[config.mk]
export PLATFORM = sky130hd
export DESIGN_NAME = knap_seq
export DESIGN_NICKNAME = d
export VERILOG_FILES = /design/src/rtl/knap_pkg.sv /design/src/rtl/knap_seq.sv
export SDC_FILE = /design/constraint.sdc
export NUM_CORES = 1
export LEC_CHECK = 0
export BUFFER_PORTS_ARGS = -buffer_cell sky130_fd_sc_hd__buf_2
export CORE_UTILIZATION = 53
export DETAILED_ROUTE_END_ITERATION = 10
export MAX_ROUTING_LAYER = met4
export PLACE_DENSITY = 0.84
export SLEW_MARGIN = 20
export SYNTH_ARGS = -nofsm -noshare
export SYNTH_HDL_FRONTEND = slang
export SYNTH_SLANG_ARGS = --single-unit
[constraint.sdc]
create_clock -name i_clk -period 5.4 [get_ports i_clk]
set_input_delay 0.54 -clock i_clk [delete_from_list [all_inputs] [get_ports i_clk]]
set_output_delay 0.54 -clock i_clk [all_outputs]
set_load 0.02 [all_outputs]
[src/rtl/knap_pkg.sv]
package knap_pkg;

    localparam int MAX_ITEMS    = 16;
    localparam int MAX_CAPACITY = 255;
    localparam int VALUE_BITS   = 16;

    localparam int WEIGHT_W = 8;
    localparam int IN_VAL_W = 16;
    localparam int CFG_W    = 8;
    localparam int DATA_W   = 20;

    localparam int ROW_LEN = MAX_CAPACITY + 1;
    localparam int CAP_W   = $clog2(ROW_LEN);
    localparam int IDX_W   = (MAX_ITEMS > 1) ? $clog2(MAX_ITEMS) : 1;
    localparam int COUNT_W = $clog2(MAX_ITEMS + 1);
    localparam int TAKE_AW = IDX_W + CAP_W;

    localparam logic [IN_VAL_W-1:0] VAL_MASK =
        (VALUE_BITS >= IN_VAL_W) ? {IN_VAL_W{1'b1}}
                                 : IN_VAL_W'((64'd1 << VALUE_BITS) - 64'd1);

    localparam logic RES_TOTAL = 1'b0;
    localparam logic RES_ITEM  = 1'b1;

    typedef struct packed {
        logic [WEIGHT_W-1:0] item_weight;
        logic [IN_VAL_W-1:0] item_value;
        logic                last_item;
    } t_in_item;

    typedef struct packed {
        logic              result_kind;
        logic [DATA_W-1:0] result_data;
        logic              last_result;
    } t_out_item;

    // best-value row: two reads, one write, whole-row clear
    typedef struct packed {
        logic [CAP_W-1:0]  raddr_a;
        logic [CAP_W-1:0]  raddr_b;
        logic              we;
        logic [CAP_W-1:0]  waddr;
        logic [DATA_W-1:0] wdata;
        logic              clr;
    } t_row_req;

    typedef struct packed {
        logic               we;
        logic [TAKE_AW-1:0] waddr;
        logic               wdata;
        logic [TAKE_AW-1:0] raddr;
    } t_take_req;

    typedef enum logic [2:0] {
        ST_IDLE,
        ST_FILL,
        ST_FLUSH,
        ST_BT_REQ,
        ST_BT_CHK,
        ST_TOTAL,
        ST_EMIT
    } t_state;

endpackage

[src/rtl/knap_seq.sv]
module knap_seq
    import knap_pkg::*;
(
    input  logic              i_clk,
    input  logic              i_rst_n,
    input  logic              i_in_valid,
    input  t_in_item          i_in_data,
    output logic              o_in_stall,
    input  logic [CFG_W-1:0]  i_capacity,
    input  logic              i_slot_free,
    output logic              o_push,
    output t_out_item         o_res,
    output t_row_req          o_row_req,
    input  logic [DATA_W-1:0] i_row_a,
    input  logic [DATA_W-1:0] i_row_b,
    output t_take_req         o_take_req,
    input  logic              i_take_bit
);

    t_state              r_state, n_state;
    logic [COUNT_W-1:0]  r_count, n_count;
    logic [CAP_W-1:0]    r_set_cap, n_set_cap;
    logic [WEIGHT_W-1:0] r_w, n_w;
    logic [DATA_W-1:0]   r_v, n_v;
    logic                r_last, n_last;
    logic [CAP_W-1:0]    r_j, n_j;
    logic                r_s2_vld, n_s2_vld;
    logic [CAP_W-1:0]    r_s2_j, n_s2_j;
    logic                r_s2_fit, n_s2_fit;
    logic [WEIGHT_W-1:0] r_wt [MAX_ITEMS];
    logic [COUNT_W-1:0]  r_bi, n_bi;
    logic [CAP_W-1:0]    r_bj, n_bj;
    logic [MAX_ITEMS-1:0] r_pick, n_pick;
    logic [IDX_W-1:0]    r_e, n_e;

    logic                accept;
    logic [CAP_W-1:0]    cap_sat;
    logic [CAP_W-1:0]    cap_use;
    logic                room;
    logic [DATA_W:0]     sum;
    logic [DATA_W-1:0]   cand;
    logic                take;
    logic [IDX_W-1:0]    bi_idx;
    logic [MAX_ITEMS-1:0] e_bit;
    logic [MAX_ITEMS-1:0] pick_rest;
    logic                wt_we;

    assign accept  = i_in_valid && (r_state == ST_IDLE);
    assign cap_sat = (32'(i_capacity) > 32'(MAX_CAPACITY)) ? CAP_W'(MAX_CAPACITY)
                                                           : CAP_W'(i_capacity);
    assign cap_use = (r_count == '0) ? cap_sat : r_set_cap;
    assign room    = (r_count < COUNT_W'(MAX_ITEMS));

    // stage 2: candidate with saturation, strict improvement only
    assign sum  = {1'b0, i_row_b} + (DATA_W + 1)'(r_v);
    assign cand = sum[DATA_W] ? {DATA_W{1'b1}} : sum[DATA_W-1:0];
    assign take = r_s2_vld && r_s2_fit && (cand > i_row_a);

    assign bi_idx    = IDX_W'(r_bi - COUNT_W'(1));
    assign e_bit     = MAX_ITEMS'(1) << r_e;
    assign pick_rest = r_pick & ~e_bit;

    // next state
    always_comb begin
        n_state = r_state;
        case (r_state)
            ST_IDLE: begin
                if (accept) begin
                    if (room) begin
                        n_state = ST_FILL;
                    end else if (i_in_data.last_item) begin
                        n_state = ST_BT_REQ;
                    end
                end
            end
            ST_FILL: begin
                if (r_j == '0) begin
                    n_state = ST_FLUSH;
                end
            end
            ST_FLUSH: begin
                n_state = r_last ? ST_BT_REQ : ST_IDLE;
            end
            ST_BT_REQ: begin
                n_state = (r_bi == '0) ? ST_TOTAL : ST_BT_CHK;
            end
            ST_BT_CHK: begin
                n_state = ST_BT_REQ;
            end
            ST_TOTAL: begin
                if (i_slot_free) begin
                    n_state = (r_pick == '0) ? ST_IDLE : ST_EMIT;
                end
            end
            ST_EMIT: begin
                if (r_pick[r_e] && i_slot_free && (pick_rest == '0)) begin
                    n_state = ST_IDLE;
                end
            end
            default: n_state = ST_IDLE;
        endcase
    end

    // datapath and outputs
    always_comb begin
        n_count   = r_count;
        n_set_cap = r_set_cap;
        n_w       = r_w;
        n_v       = r_v;
        n_last    = r_last;
        n_j       = r_j;
        n_bi      = r_bi;
        n_bj      = r_bj;
        n_pick    = r_pick;
        n_e       = r_e;
        n_s2_vld  = (r_state == ST_FILL);
        n_s2_j    = r_j;
        n_s2_fit  = (32'(r_w) <= 32'(r_j));
        wt_we     = 1'b0;

        o_push = 1'b0;
        o_res  = '{result_kind: RES_TOTAL, result_data: i_row_a, last_result: 1'b0};

        o_row_req.raddr_a = (r_state == ST_FILL) ? r_j : r_set_cap;
        o_row_req.raddr_b = r_j - CAP_W'(r_w);
        o_row_req.we      = take;
        o_row_req.waddr   = r_s2_j;
        o_row_req.wdata   = cand;
        o_row_req.clr     = 1'b0;

        o_take_req.we    = r_s2_vld;
        o_take_req.waddr = {IDX_W'(r_count), r_s2_j};
        o_take_req.wdata = take;
        o_take_req.raddr = {bi_idx, r_bj};

        case (r_state)
            ST_IDLE: begin
                if (accept) begin
                    n_set_cap = cap_use;
                    if (room) begin
                        n_w    = i_in_data.item_weight;
                        n_v    = DATA_W'(i_in_data.item_value & VAL_MASK);
                        n_last = i_in_data.last_item;
                        n_j    = cap_use;
                        wt_we  = 1'b1;
                    end else begin
                        n_bi   = r_count;
                        n_bj   = r_set_cap;
                        n_pick = '0;
                    end
                end
            end
            ST_FILL: begin
                n_j = r_j - CAP_W'(1);
            end
            ST_FLUSH: begin
                n_count = r_count + COUNT_W'(1);
                n_bi    = r_count + COUNT_W'(1);
                n_bj    = r_set_cap;
                n_pick  = '0;
            end
            ST_BT_REQ: begin
            end
            ST_BT_CHK: begin
                if (i_take_bit) begin
                    n_pick[bi_idx] = 1'b1;
                    n_bj           = r_bj - CAP_W'(r_wt[bi_idx]);
                end
                n_bi = r_bi - COUNT_W'(1);
            end
            ST_TOTAL: begin
                if (i_slot_free) begin
                    o_push        = 1'b1;
                    o_res.last_result = (r_pick == '0);
                    o_row_req.clr = 1'b1;
                    n_count       = '0;
                    n_e           = '0;
                end
            end
            ST_EMIT: begin
                if (r_pick[r_e]) begin
                    if (i_slot_free) begin
                        o_push = 1'b1;
                        o_res  = '{result_kind: RES_ITEM,
                                   result_data: DATA_W'(r_e) + DATA_W'(1),
                                   last_result: (pick_rest == '0)};
                        n_pick = pick_rest;
                        n_e    = r_e + IDX_W'(1);
                    end
                end else begin
                    n_e = r_e + IDX_W'(1);
                end
            end
            default: begin
            end
        endcase
    end

    always_ff @(posedge i_clk) begin
        if (!i_rst_n) begin
            r_state   <= ST_IDLE;
            r_count   <= '0;
            r_set_cap <= '0;
            r_s2_vld  <= 1'b0;
            r_pick    <= '0;
        end else begin
            r_state   <= n_state;
            r_count   <= n_count;
            r_set_cap <= n_set_cap;
            r_s2_vld  <= n_s2_vld;
            r_pick    <= n_pick;
        end
    end

    always_ff @(posedge i_clk) begin
        r_w      <= n_w;
        r_v      <= n_v;
        r_last   <= n_last;
        r_j      <= n_j;
        r_s2_j   <= n_s2_j;
        r_s2_fit <= n_s2_fit;
        r_bi     <= n_bi;
        r_bj     <= n_bj;
        r_e      <= n_e;
        if (wt_we) begin
            r_wt[IDX_W'(r_count)] <= i_in_data.item_weight;
        end
    end

    assign o_in_stall = (r_state != ST_IDLE);

endmodule
==> flow_metrics.env <==
export IMPL_synthFlopType="edfxtp_1"
export IMPL_cp_end_kind="output port"
export IMPL_reg2reg_slack_ns=1.49
export IMPL_die_w_um=151
export IMPL_ios=174
export IMPL_ys_warn_count=0
export IMPL_final_hold_violation_count=0
export IMPL_routed_via_density=6.03
export IMPL_synth_area_mm2=0.0117
export IMPL_syn2layout_area_growth_pct=14.9
export IMPL_grt_pass1_wl_um=46200
export IMPL_cap_viol_max_count=0
export IMPL_nets=1287
export IMPL_drt_met1_wl_um=12100
export IMPL_rr_endpoint="r_bj[7]$_DFFE_PP_"
export IMPL_cts_sinks=220
export IMPL_async_flop_share=0
export IMPL_cts_tree="built"
export IMPL_post_route_period_util=0.941
export IMPL_slew_viol_final=0
export IMPL_min_period_ns=5.08
export IMPL_cts_buffers=23
export IMPL_worstHoldPathType="in2reg"
export IMPL_drc=0
export IMPL_startpoint_type="register"
export IMPL_grt_max_degree=35
export IMPL_final_common_cell="edfxtp_1"
export IMPL_ir_drop_v=0.000264
export IMPL_mostFrequentLayoutCells="edfxtp_1, buf_2, nand2_1, ha_1"
export IMPL_tightest_slew_ns=0.922
export IMPL_p_leak_uw=0.00543
export IMPL_rsz0062_at_grt="no"
export IMPL_synth_seq_cells=220
export IMPL_synth_edf_count=178
export IMPL_cp_startpoint="r_v[0]$_DFFE_PP_"
export IMPL_drtIter0Drc=917
export IMPL_antenna_found_initial=2
export IMPL_syn_inst=984
export IMPL_die_area_mm2=0.0227
export IMPL_crit_type="reg2out"
export IMPL_cts_hold_buf=0
export IMPL_drt_pass1_iterations=5
export IMPL_synth_nets=1133
export IMPL_drt_wirelength_per_cell_um=21.5
export IMPL_final_antenna_net_count=0
export IMPL_required_ns=4.86
export IMPL_wl_met3_um=2490
export IMPL_wl_um=30800
export IMPL_status="complete, no violations"
export IMPL_dr_max_layer_used="met4"
export IMPL_num_rows=53
export IMPL_synth_seq_area_share=0.529
export IMPL_r2r_start="r_bi[0]$_DFFE_PP_"
export IMPL_core_area_mm2=0.0214
export IMPL_cp_endpoint="o_take_req[12]"
export IMPL_avgSynthCellArea_um2=11.9
export IMPL_worstPathMaxFanout=14
export IMPL_synthDistinctLibCells=62
export IMPL_start_util=0.547
export IMPL_drive_gt1_frac=0.245
export IMPL_fin_skew_ns=0.0147
export IMPL_first_global_vias=8329
export IMPL_final_setup_tns_ns=0
export IMPL_die_y_um=151
export IMPL_num_vias=8631
export IMPL_grtUsageTotal=0.282
export IMPL_num_fill_cells=1677
export IMPL_critPathArrivalTime_ns=4.54
export IMPL_dp_hpwl_um=23000
export IMPL_max_freq_mhz=197
export IMPL_finalSetupViolCount=0
export IMPL_r2r_cells=12
export IMPL_post_route_util=0.629
export IMPL_cts_buffer_depth=3
export IMPL_wl_met2_um=15200
export IMPL_path_clk_slew_ns=0.06
export IMPL_cts_htree_levels=1
export IMPL_clock_latency_ns=0.52
export IMPL_gp_congestion=0.976
export IMPL_relSlewSlack=0.381
export IMPL_cts_root_buf="clkbuf_16"
export IMPL_gr_total_overflow=0
export IMPL_p_per_area_mw_per_mm2=363
export IMPL_portBuffers=173
==> worst min path at each step <==
stage	from	to	slack [ns]	depth (start not counted)
after detailed placement	r_set_cap[4]$_SDFFE_PN0P_	r_set_cap[4]$_SDFFE_PN0P_	0.49	2
after global routing	i_in_data[7]	r_v[6]$_DFFE_PP_	0.19	1
after floorplan	n_s2_j[0]$_DFFE_PP_	r_s2_j[0]$_DFF_P_	0.41	0
after global placement	r_set_cap[4]$_SDFFE_PN0P_	r_set_cap[4]$_SDFFE_PN0P_	0.47	2
final	i_in_data[6]	r_v[5]$_DFFE_PP_	0.20	1
after CTS	i_in_data[6]	r_v[5]$_DFFE_PP_	0.18	1
==> metal layers <==
layer | up-vias | GRT usage
li1 | 3976 | -
met1 | 4122 | 0.339
met2 | 448 | 0.481
met3 | 85 | 0.0497
met4 | 0 | 0.0889
met5 | - | -
==> worst max-delay path, stage by stage, from the launching register on <==
cell and delay [ns]:
edfxtp_1 0.36, ha_1 0.22, fa_1 0.43, a211oi_1 0.26, o21ai_1 0.17, o31ai_1 0.34
a21oi_1 0.20, o21ai_1 0.20, buf_4 0.22, o21ai_0 0.15, ha_1 0.34, a21o_1 0.11
a21o_1 0.10, a21oi_1 0.06, o21ai_0 0.15, nand3_1 0.11, a211oi_1 0.21, o21a_1 0.21
buf_2 0.19
==> logic make-up after synthesis <==
kind of cell | synth area share
adders and majority gates | 0.0779
buffers and inverters | 0.0451
DFF | 0.529
and+or+nand+nor | 0.114
xor gates and xnor gates | 0.0232
muxes | 0.101
AOI/OAI and AO/OA | 0.110
==> what timing repair did <==
item,in CTS,in global routing
setup buffers,0,0
setup endpoints to repair,0,2
gates resized for setup,0,3
==> synth_stat cells (2+ instances only) <==
library cell,instances,area (um2)
mux2_2,9,101
nor2_1,65,244
edfxtp_1,178,5350
nand3_1,12,60.1
or3_1,6,37.5
fa_1,3,60.1
nor2b_1,11,68.8
o22ai_1,7,43.8
xnor2_1,16,140
o21ai_0,51,255
nand3b_1,2,15.0
nand2b_1,9,56.3
and2_1,14,87.6
ha_1,68,851
a31oi_1,14,87.6
buf_4,17,128
nor4_1,8,50.1
buf_2,4,20.0
inv_1,63,236
o221a_2,4,45.0
buf_1,2,7.51
mux2i_1,6,60.1
nor4b_1,2,17.5
a21o_1,18,135
and3_1,8,50.1
nor3_1,22,110
nand2_1,93,349
clkbuf_1,29,109
mux4_2,44,991
o2111ai_1,3,26.3
buf_6,2,22.5
o31ai_1,2,15.0
a21boi_0,7,52.6
or2_2,2,12.5
xor2_1,15,131
a21oi_1,62,310
o21a_1,9,67.6
a211oi_1,6,45.0
o211ai_1,8,60.1
a311oi_1,3,26.3
and4_1,3,26.3
nand4_1,15,93.8
dfxtp_1,42,841
o211a_1,2,20.0
==> power breakdown <==
part / internal (uW) / switching [uW]
Combinational: 496 / 808
Sequential: 1940 / 89.8
Clock: 883 / 651
==> state kept, by name (all words and copies together) (netlist names), 3 cells and up <==
name,flops
r_wt,128
r_pick,16
r_v,16
n_s2_j,8
r_bj,8
r_s2_j,8
r_set_cap,8
r_w,8
r_bi,5
r_count,5
r_e,4
r_state,3
==> through the flow <==
step | setup WS [ns] | total power [uW] | instance area, um2 | hold WS (ns) | std cells
finish | 0.321 | 4870 | 13400 | 0.199 | 1432
global route | 0.0225 | 5080 | 13400 | 0.185 | 1432
CTS | 0.192 | 4900 | 13400 | 0.183 | 1430
detailed placement | 0.468 | 3360 | 12700 | 0.485 | 1388
global placement | 0.545 | 3330 | 12700 | 0.472 | 1388
floorplan | 0.483 | 2940 | 11700 | 0.409 | 984
==> layout make-up <==
cell class              count  area, um2  share of cell area
repair buffers            183        941              0.0700
flip-flops and latches    220       6190               0.460
inverters                  64        240              0.0179
clock buffers              27        591              0.0440
diodes                      2       5.00            0.000373
well taps                 275        344              0.0256
multi-input cells         646       4990               0.372
clock inverters            15        135              0.0101
No activity file was read; power rests on OpenSTA's default activity.
